--- src/hw/rtl/assert_macros.svh ---
// Assertion helpers used by the engine core.
`ifndef ASSERT_MACROS_SVH
`define ASSERT_MACROS_SVH
`ifndef ASSERT_OFF
`define ASSERT_IMPL(label, clk, rst_n, prop) \
  label: assert property (@(posedge clk) disable iff (!rst_n) prop) else $error("%m failed");
`define ASSERT_NEVER(label, clk, rst_n, cond) \
  label: assert property (@(posedge clk) disable iff (!rst_n) !(cond)) else $error("%m failed");
`else
`define ASSERT_IMPL(label, clk, rst_n, prop)
`define ASSERT_NEVER(label, clk, rst_n, cond)
`endif
`endif

--- src/hw/rtl/sm3_pkg.sv ---
package sm3_pkg;

  typedef struct packed {
    logic [7:0] msg_byte;
    logic       byte_valid;
    logic       end_of_message;
  } sm3_in_t;

  typedef struct packed {
    logic [31:0] digest_word;
    logic [2:0]  word_index;
    logic        last_word;
  } sm3_out_t;

  localparam logic [31:0] T_LOW  = 32'h79CC4519;
  localparam logic [31:0] T_HIGH = 32'h7A879D8A;
  localparam logic [7:0]  PAD_BYTE = 8'h80;

  localparam logic [31:0] IV [8] = '{
    32'h7380166F, 32'h4914B2B9, 32'h172442D7, 32'hDA8A0600,
    32'hA96F30BC, 32'h163138AA, 32'hE38DEE4D, 32'hB0FB0E4E
  };

  // Buffer write sources.
  typedef enum logic [1:0] {
    WSRC_MSG  = 2'd0,
    WSRC_PAD  = 2'd1,
    WSRC_ZERO = 2'd2,
    WSRC_LEN  = 2'd3
  } wsrc_t;

  typedef struct packed {
    logic       buf_we;
    logic [5:0] buf_addr;
    wsrc_t      buf_src;
    logic [7:0] msg_byte;
    logic       cnt_inc;
    logic       cnt_clr;
    logic       load_w;
    logic       round;
    logic       finish;
    logic       chain_init;
  } sm3_cmd_t;

  typedef struct packed {
    logic [60:0] byte_count;
    logic [5:0]  step;
  } sm3_sts_t;

  function automatic logic [31:0] rotl(input logic [31:0] x, input logic [4:0] n);
    logic [63:0] d;
    d = {x, x} << n;
    return d[63:32];
  endfunction

  function automatic logic [31:0] perm0(input logic [31:0] x);
    return x ^ rotl(x, 5'd9) ^ rotl(x, 5'd17);
  endfunction

  function automatic logic [31:0] perm1(input logic [31:0] x);
    return x ^ rotl(x, 5'd15) ^ rotl(x, 5'd23);
  endfunction

endpackage

--- src/hw/rtl/sm3_hash_engine_core.sv ---
// SM3 hash engine: at most one message byte per transaction, eight digest words out.
// A byte that does not fill a block is taken while idle; the byte that fills
// it is followed by the load, settle, round and finalize states, and no new
// byte is taken until they are through.
// End of message writes padding (and a length block if needed), then the eight digest words.
// rst_n is synchronous and active low; it loads the initial value, clears count.
`include "assert_macros.svh"
module sm3_hash_engine_core
  import sm3_pkg::*;
(
  input  logic     clk,
  input  logic     rst_n,
  input  logic     in_valid,
  output logic     in_ready,
  input  sm3_in_t  in_data,
  output logic     out_valid,
  input  logic     out_ready,
  output sm3_out_t out_data
);
  sm3_cmd_t    cmd;
  sm3_sts_t    sts;
  logic [31:0] chain [8];
  logic [2:0]  idx;

  sm3_ctrl u_ctrl (
    .clk      (clk),
    .rst_n    (rst_n),
    .in_valid (in_valid),
    .in_ready (in_ready),
    .in_data  (in_data),
    .out_valid(out_valid),
    .out_ready(out_ready),
    .out_idx  (idx),
    .cmd      (cmd),
    .sts      (sts)
  );

  sm3_dp u_dp (
    .clk      (clk),
    .rst_n    (rst_n),
    .cmd      (cmd),
    .sts      (sts),
    .chain_out(chain)
  );

  assign out_data.digest_word = chain[idx];
  assign out_data.word_index  = idx;
  assign out_data.last_word   = (idx == 3'd7);

  `ASSERT_NEVER(a_no_in_while_out, clk, rst_n, in_ready && out_valid)
  `ASSERT_IMPL(a_last_ends, clk, rst_n,
    (out_valid && out_ready && out_data.last_word) |=> in_ready)
  `ASSERT_NEVER(a_round_and_load, clk, rst_n, cmd.round && cmd.load_w)
endmodule

--- src/hw/rtl/sm3_ram.sv ---
module sm3_ram #(
  parameter int WIDTH = 8,
  parameter int DEPTH = 64
) (
  input  logic                     clk,
  input  logic                     we,
  input  logic [$clog2(DEPTH)-1:0] waddr,
  input  logic [WIDTH-1:0]         wdata,
  input  logic [$clog2(DEPTH)-1:0] raddr,
  output logic [WIDTH-1:0]         rdata
);
  logic [WIDTH-1:0] mem [DEPTH];

  always_ff @(posedge clk) begin
    if (we) begin
      mem[waddr] <= wdata;
    end
    rdata <= mem[raddr];
  end
endmodule

--- src/hw/rtl/sm3_dp.sv ---
module sm3_dp
  import sm3_pkg::*;
(
  input  logic        clk,
  input  logic        rst_n,
  input  sm3_cmd_t    cmd,
  output sm3_sts_t    sts,
  output logic [31:0] chain_out [8]
);
  logic [60:0] cnt_r, cnt_nxt;
  logic [31:0] v_r [8];
  logic [31:0] a_r, b_r, c_r, d_r, e_r, f_r, g_r, h_r;
  logic [31:0] w_r [16];
  logic [5:0]  j_r;
  logic [7:0]  wdata;
  logic [63:0] bits;
  logic [1:0]  ld_r;
  logic [5:0]  raddr;
  logic [7:0]  rdata;
  logic [3:0]  lw_r;
  logic        lv_r;

  // Bit length: byte count times eight, modulo 2^64.
  assign bits = {cnt_r, 3'b000};

  always_comb begin
    unique case (cmd.buf_src)
      WSRC_MSG:  wdata = cmd.msg_byte;
      WSRC_PAD:  wdata = PAD_BYTE;
      WSRC_ZERO: wdata = 8'h00;
      WSRC_LEN:  wdata = bits[8*(7-cmd.buf_addr[2:0]) +: 8];
      default:   wdata = 8'h00;
    endcase
  end

  // Buffer is read sequentially during load; the step counter is the address.
  assign raddr = j_r;

  sm3_ram #(.WIDTH(8), .DEPTH(64)) u_buf (
    .clk  (clk),
    .we   (cmd.buf_we),
    .waddr(cmd.buf_addr),
    .wdata(wdata),
    .raddr(raddr),
    .rdata(rdata)
  );

  assign cnt_nxt = cmd.cnt_clr ? '0 : (cmd.cnt_inc ? cnt_r + 61'd1 : cnt_r);

  // Round logic with a 16-word sliding message schedule.
  logic [31:0] a12, ss1, ss2, ff, gg, tt1, tt2, tj, wj, w1j, wnew;
  always_comb begin
    tj  = (j_r < 6'd16) ? T_LOW : T_HIGH;
    a12 = rotl(a_r, 5'd12);
    ss1 = rotl(a12 + e_r + rotl(tj, j_r[4:0]), 5'd7);
    ss2 = ss1 ^ a12;
    if (j_r < 6'd16) begin
      ff = a_r ^ b_r ^ c_r;
      gg = e_r ^ f_r ^ g_r;
    end else begin
      ff = (a_r & b_r) | (a_r & c_r) | (b_r & c_r);
      gg = (e_r & f_r) | (~e_r & g_r);
    end
    wj   = w_r[0];
    w1j  = w_r[0] ^ w_r[4];
    tt1  = ff + d_r + ss2 + w1j;
    tt2  = gg + h_r + ss1 + wj;
    wnew = perm1(w_r[0] ^ w_r[7] ^ rotl(w_r[13], 5'd15)) ^ rotl(w_r[3], 5'd7) ^ w_r[10];
  end

  always_ff @(posedge clk) begin
    if (!rst_n) begin
      cnt_r <= '0;
      j_r   <= '0;
      ld_r  <= '0;
      lv_r  <= 1'b0;
      lw_r  <= '0;
      for (int i = 0; i < 8; i++) begin
        v_r[i] <= IV[i];
      end
    end else begin
      cnt_r <= cnt_nxt;
      lv_r  <= cmd.load_w;
      if (cmd.load_w) begin
        j_r <= j_r + 6'd1;
      end else if (cmd.round) begin
        j_r <= j_r + 6'd1;
      end else begin
        j_r <= '0;
      end
      // Registered read arrives in the cycle after its address.
      if (lv_r) begin
        w_r[lw_r] <= {w_r[lw_r][23:0], rdata};
        ld_r <= ld_r + 2'd1;
        if (ld_r == 2'd3) begin
          lw_r <= lw_r + 4'd1;
        end
      end
      if (cmd.load_w && j_r == 6'd0) begin
        a_r <= v_r[0]; b_r <= v_r[1]; c_r <= v_r[2]; d_r <= v_r[3];
        e_r <= v_r[4]; f_r <= v_r[5]; g_r <= v_r[6]; h_r <= v_r[7];
      end
      if (cmd.round) begin
        d_r <= c_r; c_r <= rotl(b_r, 5'd9); b_r <= a_r; a_r <= tt1;
        h_r <= g_r; g_r <= rotl(f_r, 5'd19); f_r <= e_r; e_r <= perm0(tt2);
        for (int i = 0; i < 15; i++) begin
          w_r[i] <= w_r[i+1];
        end
        w_r[15] <= wnew;
      end
      if (cmd.finish) begin
        v_r[0] <= v_r[0] ^ a_r; v_r[1] <= v_r[1] ^ b_r;
        v_r[2] <= v_r[2] ^ c_r; v_r[3] <= v_r[3] ^ d_r;
        v_r[4] <= v_r[4] ^ e_r; v_r[5] <= v_r[5] ^ f_r;
        v_r[6] <= v_r[6] ^ g_r; v_r[7] <= v_r[7] ^ h_r;
      end
      if (cmd.chain_init) begin
        for (int i = 0; i < 8; i++) begin
          v_r[i] <= IV[i];
        end
      end
    end
  end

  assign sts.byte_count = cnt_r;
  assign sts.step       = j_r;
  assign chain_out      = v_r;
endmodule

--- src/hw/rtl/sm3_ctrl.sv ---
module sm3_ctrl
  import sm3_pkg::*;
(
  input  logic        clk,
  input  logic        rst_n,
  input  logic        in_valid,
  output logic        in_ready,
  input  sm3_in_t     in_data,
  output logic        out_valid,
  input  logic        out_ready,
  output logic [2:0]  out_idx,
  output sm3_cmd_t    cmd,
  input  sm3_sts_t    sts
);
  typedef enum logic [7:0] {
    S_IDLE   = 8'b00000001,
    S_LOAD   = 8'b00000010,
    S_SETTLE = 8'b00000100,
    S_ROUND  = 8'b00001000,
    S_FIN    = 8'b00010000,
    S_PAD    = 8'b00100000,
    S_LEN    = 8'b01000000,
    S_OUT    = 8'b10000000
  } state_t;

  state_t      state_r, state_nxt;
  logic        final_r, final_nxt;   // compression is part of padding
  logic        eom_r, eom_nxt;       // padding still owed after this compression
  logic        two_r, two_nxt;       // length block still owed
  logic [5:0]  pa_r, pa_nxt;
  logic [2:0]  oi_r, oi_nxt;
  logic [5:0]  pos;

  assign pos = sts.byte_count[5:0];

  always_comb begin
    state_nxt = state_r;
    final_nxt = final_r;
    eom_nxt   = eom_r;
    two_nxt   = two_r;
    pa_nxt    = pa_r;
    oi_nxt    = oi_r;
    cmd       = '0;
    cmd.buf_src  = WSRC_MSG;
    cmd.msg_byte = in_data.msg_byte;
    in_ready  = 1'b0;
    out_valid = 1'b0;
    unique case (state_r)
      S_IDLE: begin
        in_ready = 1'b1;
        if (in_valid) begin
          cmd.buf_we   = in_data.byte_valid;
          cmd.buf_addr = pos;
          cmd.cnt_inc  = in_data.byte_valid;
          eom_nxt      = in_data.end_of_message;
          final_nxt    = 1'b0;
          if (in_data.byte_valid && pos == 6'd63) begin
            state_nxt = S_LOAD;
          end else if (in_data.end_of_message) begin
            state_nxt = S_PAD;
            pa_nxt    = in_data.byte_valid ? pos + 6'd1 : pos;
          end
        end
      end
      S_LOAD: begin
        cmd.load_w = 1'b1;
        if (sts.step == 6'd63) begin
          state_nxt = S_SETTLE;
        end
      end
      S_SETTLE: begin
        // The last buffer byte lands in the schedule during this cycle.
        state_nxt = S_ROUND;
      end
      S_ROUND: begin
        cmd.round = 1'b1;
        if (sts.step == 6'd63) begin
          state_nxt = S_FIN;
        end
      end
      S_FIN: begin
        cmd.finish = 1'b1;
        if (final_r && !two_r) begin
          state_nxt = S_OUT;
          oi_nxt    = '0;
        end else if (final_r) begin
          two_nxt   = 1'b0;
          state_nxt = S_LEN;
          pa_nxt    = '0;
        end else if (eom_r) begin
          state_nxt = S_PAD;
          pa_nxt    = '0;
        end else begin
          state_nxt = S_IDLE;
        end
      end
      S_PAD: begin
        // Write 0x80 then zeros up to the end of the block; the length goes in bytes 56 to 63 if it fits.
        cmd.buf_we   = 1'b1;
        cmd.buf_addr = pa_r;
        cmd.buf_src  = (pa_r == pos) ? WSRC_PAD : WSRC_ZERO;
        pa_nxt       = pa_r + 6'd1;
        if (pa_r >= 6'd56 && pa_r != pos) begin
          if (pos < 6'd56) begin
            cmd.buf_src = WSRC_LEN;
          end
        end
        if (pa_r == 6'd63) begin
          final_nxt = 1'b1;
          two_nxt   = (pos >= 6'd56);
          state_nxt = S_LOAD;
        end
      end
      S_LEN: begin
        cmd.buf_we   = 1'b1;
        cmd.buf_addr = pa_r;
        cmd.buf_src  = (pa_r >= 6'd56) ? WSRC_LEN : WSRC_ZERO;
        pa_nxt       = pa_r + 6'd1;
        if (pa_r == 6'd63) begin
          state_nxt = S_LOAD;
        end
      end
      S_OUT: begin
        out_valid = 1'b1;
        if (out_ready) begin
          oi_nxt = oi_r + 3'd1;
          if (oi_r == 3'd7) begin
            cmd.chain_init = 1'b1;
            cmd.cnt_clr    = 1'b1;
            state_nxt      = S_IDLE;
          end
        end
      end
      default: state_nxt = S_IDLE;
    endcase
  end

  assign out_idx = oi_r;

  always_ff @(posedge clk) begin
    if (!rst_n) begin
      state_r <= S_IDLE;
      final_r <= 1'b0;
      eom_r   <= 1'b0;
      two_r   <= 1'b0;
      pa_r    <= '0;
      oi_r    <= '0;
    end else begin
      state_r <= state_nxt;
      final_r <= final_nxt;
      eom_r   <= eom_nxt;
      two_r   <= two_nxt;
      pa_r    <= pa_nxt;
      oi_r    <= oi_nxt;
    end
  end
endmodule

--- config.mk ---
export PLATFORM = sky130hd
export DESIGN_NAME = sm3_hash_engine_core
export DESIGN_NICKNAME = d
export VERILOG_FILES = /design/src/hw/rtl/sm3_pkg.sv /design/src/hw/rtl/sm3_hash_engine_core.sv /design/src/hw/rtl/sm3_ram.sv /design/src/hw/rtl/sm3_dp.sv /design/src/hw/rtl/sm3_ctrl.sv
export VERILOG_INCLUDE_DIRS = /design/src /design/src/hw/rtl
export SDC_FILE = /design/constraint.sdc
export NUM_CORES = 2
export LEC_CHECK = 0
export BUFFER_PORTS_ARGS = -buffer_cell sky130_fd_sc_hd__buf_2
export CORE_MARGIN = 3
export CORE_UTILIZATION = 43
export DETAILED_ROUTE_END_ITERATION = 10
export PLACE_DENSITY_LB_ADDON = 0.1
export SKIP_LAST_GASP = 1
export SLEW_MARGIN = 15
export SYNTH_ARGS = -nofsm -noshare
export SYNTH_HDL_FRONTEND = slang
export SYNTH_SLANG_ARGS = --single-unit
--- constraint.sdc ---
create_clock -name clk -period 25.9 [get_ports clk]
set_input_delay 1.295 -clock clk [delete_from_list [all_inputs] [get_ports clk]]
set_output_delay 1.295 -clock clk [all_outputs]
set_load 0.01 [all_outputs]
# Yosys cells after proc, flatten, opt, wreduce, memory -nomap -nowiden
# Memory sizes are Yosys's and may differ from the RTL's. A register that Yosys moved wholly into a read port is not among the register bits.
# Cells that the tools add are included.
totals:
  reg_bits: 606
  ramBits: 1024
  in_bits: 14
  output_inout_bits: 38
  word_cells: 221
  n_memories: 2
memory_table:
  columns: ["name", "words", "word_bits", "rd", "rd_ports_with_merged_regs", "write_ports", "line", "rtl"]
  rows:
  - ["u_dp.u_buf.mem", 64, 8, 1, 1, 1, "sm3_ram.sv:12", "logic [WIDTH-1:0] mem [DEPTH];"]
  - ["u_dp.w_r", 16, 32, 17, 1, 17, "sm3_dp.sv:13", "logic [31:0] w_r [16];"]
classes:
  addsub: 16
  magnitude_cmp: 5
  n_eq_ne: 32
  n_shift: 2
  mux: 82
  n_bitwise: 33
  reduce_logical: 22
op_table:
  columns: ["operator", "n"]
  rows:
  - ["32-bit bitwise XOR", 22]
  - ["32-bit two-way mux", 20]
  - ["32-bit adder", 8]
  - ["32-bit AND", 5]
  - ["32-bit binary-select mux with 3-bit select", 1]
  - ["32-bit OR", 3]
  - ["8-bit two-way mux", 9]
  - ["64-bit by 33-bit variable part select with 8-bit output", 1]
  - ["64-bit by 5-bit << shifter with 64-bit output", 1]
  - ["61-bit by 1-bit adder with 61-bit output, second input constant", 1]
  - ["6-bit two-way mux", 10]
  - ["8-bit one-hot mux with 7 select lines", 1]
  - ["32-bit inverter", 1]
  - ["8-bit one-hot mux with 4 select lines", 1]
  - ["26-bit two-way mux", 1]
  - ["1-bit two-way mux", 24]
  - ["6-bit by 1-bit adder with 6-bit output, second input constant", 3]
  - ["6-bit equality test, second input constant", 3]
  - ["6-bit one-hot mux with 3 select lines", 1]
  - ["7-bit two-way mux", 2]
  - ["7-bit one-hot mux with 2 select lines", 1]
  - ["6-bit >= comparator, second input constant", 2]
  - ["2-bit by 1-bit != test with 1-bit output, second input constant", 6]
  - ["2-bit != test, second input constant", 6]
  - ["42 further kinds", 59]

# Logic depth before layout (Yosys ltp)
logic_depth:
  ltp_word: 10
  ltp_mapped: 41
  depth_no_buf: 37

# Modules after synthesis
# A second synthesis with hierarchy kept.
unflattened:
  hier_cells: 6658
  area_unflattened_um2: 85873.6
modules_own_cells:
  columns: ["mod", "n_inst", "cells_each", "area_per_inst_um2"]
  rows:
  - ["sm3_dp", 1, 5365, 61925.6]
  - ["sm3_ram", 1, 940, 20166.8]
  - ["sm3_hash_engine_core", 1, 115, 1953.1]
  - ["sm3_ctrl", 1, 238, 1828.0]

# Least setup slack after synthesis
# OpenSTA, ideal clock, no wires.
synth_timing:
  path_kind: "input to register"
  startpoint: "input port rst_n"
  endpoint: "register u_dp.a_r[0], enable pin"
  arrival_ns: 14.050
  required_ns: 24.942
  setup_slack_ns: 10.892
  stages: 5
  cell_sequence: "nand2_1 clkbuf_1 clkbuf_1 clkbuf_1 a21oi_1"
synth_between:
  elab_chain_len: 1
synth_rtl:
  columns: ["element", "line", "rtl"]
  rows:
  - ["from (decl)", "sm3_hash_engine_core.sv:12", "input logic rst_n,"]
  - ["2-bit AND reduction (no line)", null, null]
  - ["to (signal assigned)", "sm3_dp.sv:100", "a_r <= v_r[0]; b_r <= v_r[1]; c_r <= v_r[2]; d_r <= v_r[3];"]
  - ["to (signal assigned)", "sm3_dp.sv:104", "d_r <= c_r; c_r <= rotl(b_r, 5'd9); b_r <= a_r; a_r <= tt1;"]
  - ["to (decl)", "sm3_dp.sv:12", "logic [31:0] a_r, b_r, c_r, d_r, e_r, f_r, g_r, h_r;"]
# Every way passes these cells.
# A chain may end at the register's enable or synchronous reset.

# Worst setup path after layout
layout_timing:
  startpoint: "register u_dp.j_r[4]"
  endpoint: "register u_dp.a_r[31] (data pin)"
layout_between:
  elab_chain_len: 8
  elab_cells_between_ends: 10
  classes_between: "4 x add/sub; 1 x order compare; 1 x shift; 3 x mux; 1 x bitwise"
layout_rtl:
  columns: ["element", "line", "rtl"]
  rows:
  - ["from (decl)", "sm3_dp.sv:14", "logic [5:0] j_r;"]
  - ["from (signal assigned)", "sm3_dp.sv:85", "j_r <= j_r + 6'd1;"]
  - ["from (signal assigned)", "sm3_dp.sv:87", "j_r <= j_r + 6'd1;"]
  - ["6-bit by 5-bit less-than comparator with 1-bit output", "sm3_dp.sv:53, sm3_dp.sv:57", null]
  - ["26-bit two-way mux", "sm3_dp.sv:53", "tj = (j_r < 6'd16) ? T_LOW : T_HIGH;"]
  - ["64-bit by 5-bit << shifter with 64-bit output", "sm3_pkg.sv:52", "d = {x, x} << n;"]
  - ["32-bit adder", "sm3_dp.sv:55", "ss1 = rotl(a12 + e_r + rotl(tj, j_r[4:0]), 5'd7);"]
  - ["32-bit bitwise XOR", "sm3_dp.sv:56", "ss2 = ss1 ^ a12;"]
  - ["32-bit adder (*) (2 in series)", "sm3_dp.sv:66", "tt1 = ff + d_r + ss2 + w1j;"]
  - ["32-bit two-way mux (*)", "sm3_dp.sv:103", "if (cmd.round) begin"]
# Every way passes the cells marked *; elsewhere a longest branch is shown, timed or not.

==> metrics.md <==
| Metric | Value |
|---|---|
| Status | `completed` |
| GR Overflow Total | `0` |
| Leakage | `33.9 nW` |
| CTS Buffer Depth | `3` |
| Global-route wire length before repair | `406,000 um` |
| Critical Path End Type | `flip-flop` |
| WL/cell | `between 20 and 30 um` |
| Layout overhead on the synthesized area | `10.3%` |
| Post-synth EDFFs | `between 1,000 and 1,500` |
| Die W | `about 450 um` |
| Post-synth top area share | `roughly 45%` |
| Unrepaired setup endpoints after global routing | `no` |
| Worst-path maximum fanout | `41` |
| Routed wire length | `281,000 um` |
| Total power | `between 0.005 and 0.006 W` |
| Leading cell types in the layout, fill and taps excluded | `1,651 x nand2_1, 1,280 x edfxtp_1, 418 x nor2_1` |
| Most used flip-flop cell after synthesis | `edfxtp_1` |
| YS warnings | `0` |
| Switching portion of total power | `approximately a quarter` |
| Actual slew at the worst max-slew pin | `approximately 1.2 ns` |
| Most used cell, CP | `fa_1` |
| HPWL Detailed | `about 190,000 um` |
| Power share of the sequential group | `approximately 50%` |
| P_sw | `around 0.0014 W` |
| WP data arrival | `between 10 and 15 ns` |
| Combinational power share | `under 10%` |
| Ports | `between 50 and 60` |
| GR Layer Usage met2 | `43.5%` |
| Post-CTS Hold Buffers | `0` |
| Syn Inst Count | `~7,300` |
| Mapped Nets | `7,617` |
| TNS Setup | `0 ns` |
| Cell-internal power | `around 0.0044 W` |
| GRT met1 Usage | `a little under two fifths` |
| PD cells | `between 60 and 70 nW/um^2` |
| Clock group share of total power | `between 40 and 50%` |
| Tcrit/Tclk final | `between 40 and 50%` |
| TritonCTS buffer count | `184` |
| Root cell of the clock tree | `clkbuf_16` |
| Type of origin of the critical path | `flip-flop` |
| Biggest cell delay along the critical path | `~0.86 ns` |
| Final Non-Filler Cells | `approximately 10,000` |
| Max-cap violations | `0` |
| Vias in the first global route | `approximately 56,000` |
| Maximum VDD drop | `between 0.07 and 0.08 mV` |
| Post-synth ARST share | `0%` |
| Rel. slew slack | `20.0%` |
| CTS H-tree lvls | `4` |
| Die Y | `~450 um` |
| Proportion of layout cells with a drive suffix above 1 | `roughly an eighth` |
| Via density per instance | `approximately 5.7` |
| CTS tree | `done` |
| Placed cell count | `about 9,700` |
| DR DRC count | `0` |
| CP required | `approximately 26 ns` |
| Final count of pins violating max slew | `0` |
| Final ANT Viol Nets | `0` |
| Average footprint of a synthesized cell | `around 12 um^2` |
| Post-layout minimum cycle time | `roughly 11 ns` |
| GR Util All Layers | `between 20% and 30%` |
| Antenna violations before repair | `12` |
| Commonest non-fill, non-tap cell in the layout | `nand2_1` |
| Worst setup margin | `about 15 ns` |
| Clock slew at reported path FFs | `roughly 0.06 ns` |
| Die area | `just over 200,000 um^2` |
| Postcts setup bufs | `0` |
| Post-cts resize count | `0` |
| Drt pass-1 iters | `7` |
| Clock Latency Late Sink | `~0.85 ns` |
| Clk_skew | `0.0365 ns` |
| Clock Sinks | `between 1,500 and 2,000` |
| GR peak layer | `met2` |
| Port Buffers | `51` |
| Hold Path Class | `reg -> reg` |
| Layout Nets | `around 7,500` |
| Sequential share of the synthesized area | `between 50% and 60%` |
| Seq cells post-synth | `~1,600` |
| Slowest cell on crit path | `dfxtp_2` |
| Cell taking the most area after synthesis | `edfxtp_1` |
| Largest cells by area after synthesis | `edfxtp_1 45%, mux4_2 9.3%, dfxtp_1 8.5%` |
| Kind of critical path | `reg -> reg` |
| Final hold violation count | `0` |
| Pin count of the biggest net entering global routing | `220` |
| Met3 usage | `between 4 and 5%` |
| Initial Util | `43.5%` |
| Pre-CTS setup slack | `15.45 ns` |
| Vias | `approximately 57,000` |
| Final setup vio count | `0` |
| Routability cong. | `0.961` |
| Max frequency | `roughly 95 MHz` |
| Synthesized area | `about 85,000 um^2` |
| Core footprint | `196,000 um^2` |
| Row cnt | `162` |
| Distinct cells, synth | `a little under 90` |
| Initial detailed-routing violation count | `~6,000` |
==> state kept, by name, indices dropped and copies added, names as in the netlist, 32 cells and up, named ones only <==
name and flops:
u_dp.u_buf.mem 512, u_dp.w_r 512, u_dp.chain_out 256, u_dp.cnt_r 61, u_dp.a_r 32, u_dp.b_r 32
u_dp.c_r 32, u_dp.d_r 32, u_dp.e_r 32, u_dp.f_r 32, u_dp.g_r 32, u_dp.h_r 32
==> Yosys cell counts, drive strengths merged (59+ instances only) <==
cell type,n
and3,149
a21oi,264
clkbuf,351
a21o,161
mux4,352
ha,110
edfxtp,1280
buf,59
nand2,1655
inv,296
nor2,420
xnor2,353
xor2,268
dfxtp,362
fa,188
mux2i,75
o21ai,427
==> critical path: cells and delay by family (launching register included) <==
kind | cells | cell delay [ns]
buf+inv | 4 | 0.75
mux | 2 | 0.36
simple gates | 4 | 0.72
xor+xnor | 3 | 0.75
fa+ha+maj | 8 | 3.03
flops | 1 | 0.86
compound gates | 14 | 3.78
==> worst paths after layout <==
path,start,slack [ns],cells after the start,end
hold reg to reg,u_ctrl.eom_r$_SDFFE_PN0P_,0.48,2,u_ctrl.eom_r$_SDFFE_PN0P_
setup / recovery,u_dp.j_r[4]$_SDFF_PN0_,15.35,35,u_dp.a_r[31]$_DFFE_PP_
setup reg to reg,u_dp.j_r[4]$_SDFF_PN0_,15.35,35,u_dp.a_r[31]$_DFFE_PP_
hold / removal,u_ctrl.eom_r$_SDFFE_PN0P_,0.48,2,u_ctrl.eom_r$_SDFFE_PN0P_
==> layer usage <==
layer | vias to the layer above | share of wire (%)
met3 | 345 | 6.4
met4 | 2 | 3.3
met2 | 1876 | 47
li1 | 25654 | -
met5 | - | 0.0046
met1 | 29517 | 43
==> per-stage QoR <==
step	utilization [%]	hold slack, ns	area (um^2)
after floorplan	-	0.453	85100
after global placement	45.0	0.471	88100
after detailed placement	45.0	0.471	88100
after CTS	47.9	0.481	93900
after global routing	47.9	0.510	93900
final	47.9	0.478	93900
==> power groups by stage <==
stage	logic [W]	registers (W)	clock network [W]
2_1_floorplan	0.000229	0.00294	0
3_3_place_gp	0.000350	0.00294	0
3_5_place_dp	0.000353	0.00294	0
4_1_cts	0.000355	0.00288	0.00258
5_1_grt	0.000384	0.00288	0.00268
6_report	0.000355	0.00288	0.00253
==> cells by family after synthesis <==
group	Yosys count	synth area share, %
XOR/XNOR	631	6.66
AO/OA/AOI/OAI	1088	7.65
flip-flops	1642	53.7
AND/OR/NAND/NOR	2468	12.0
buffers and inverters	708	3.16
adder cells (fa/ha/maj)	298	6.04
multiplexers	470	10.8
==> cell type report <==
type                       instances  area (um^2)
antenna                            7         17.5
clock buffer                     248         4980
clock inverter                    94          771
fill                           17723       102000
inverter                         298         1120
multi-input combinational       4955        37100
sequential                      1642        45700
tap                             2624         3280
timing repair buffer             136          931
Note: power is estimated with default switching activity, not from simulation.
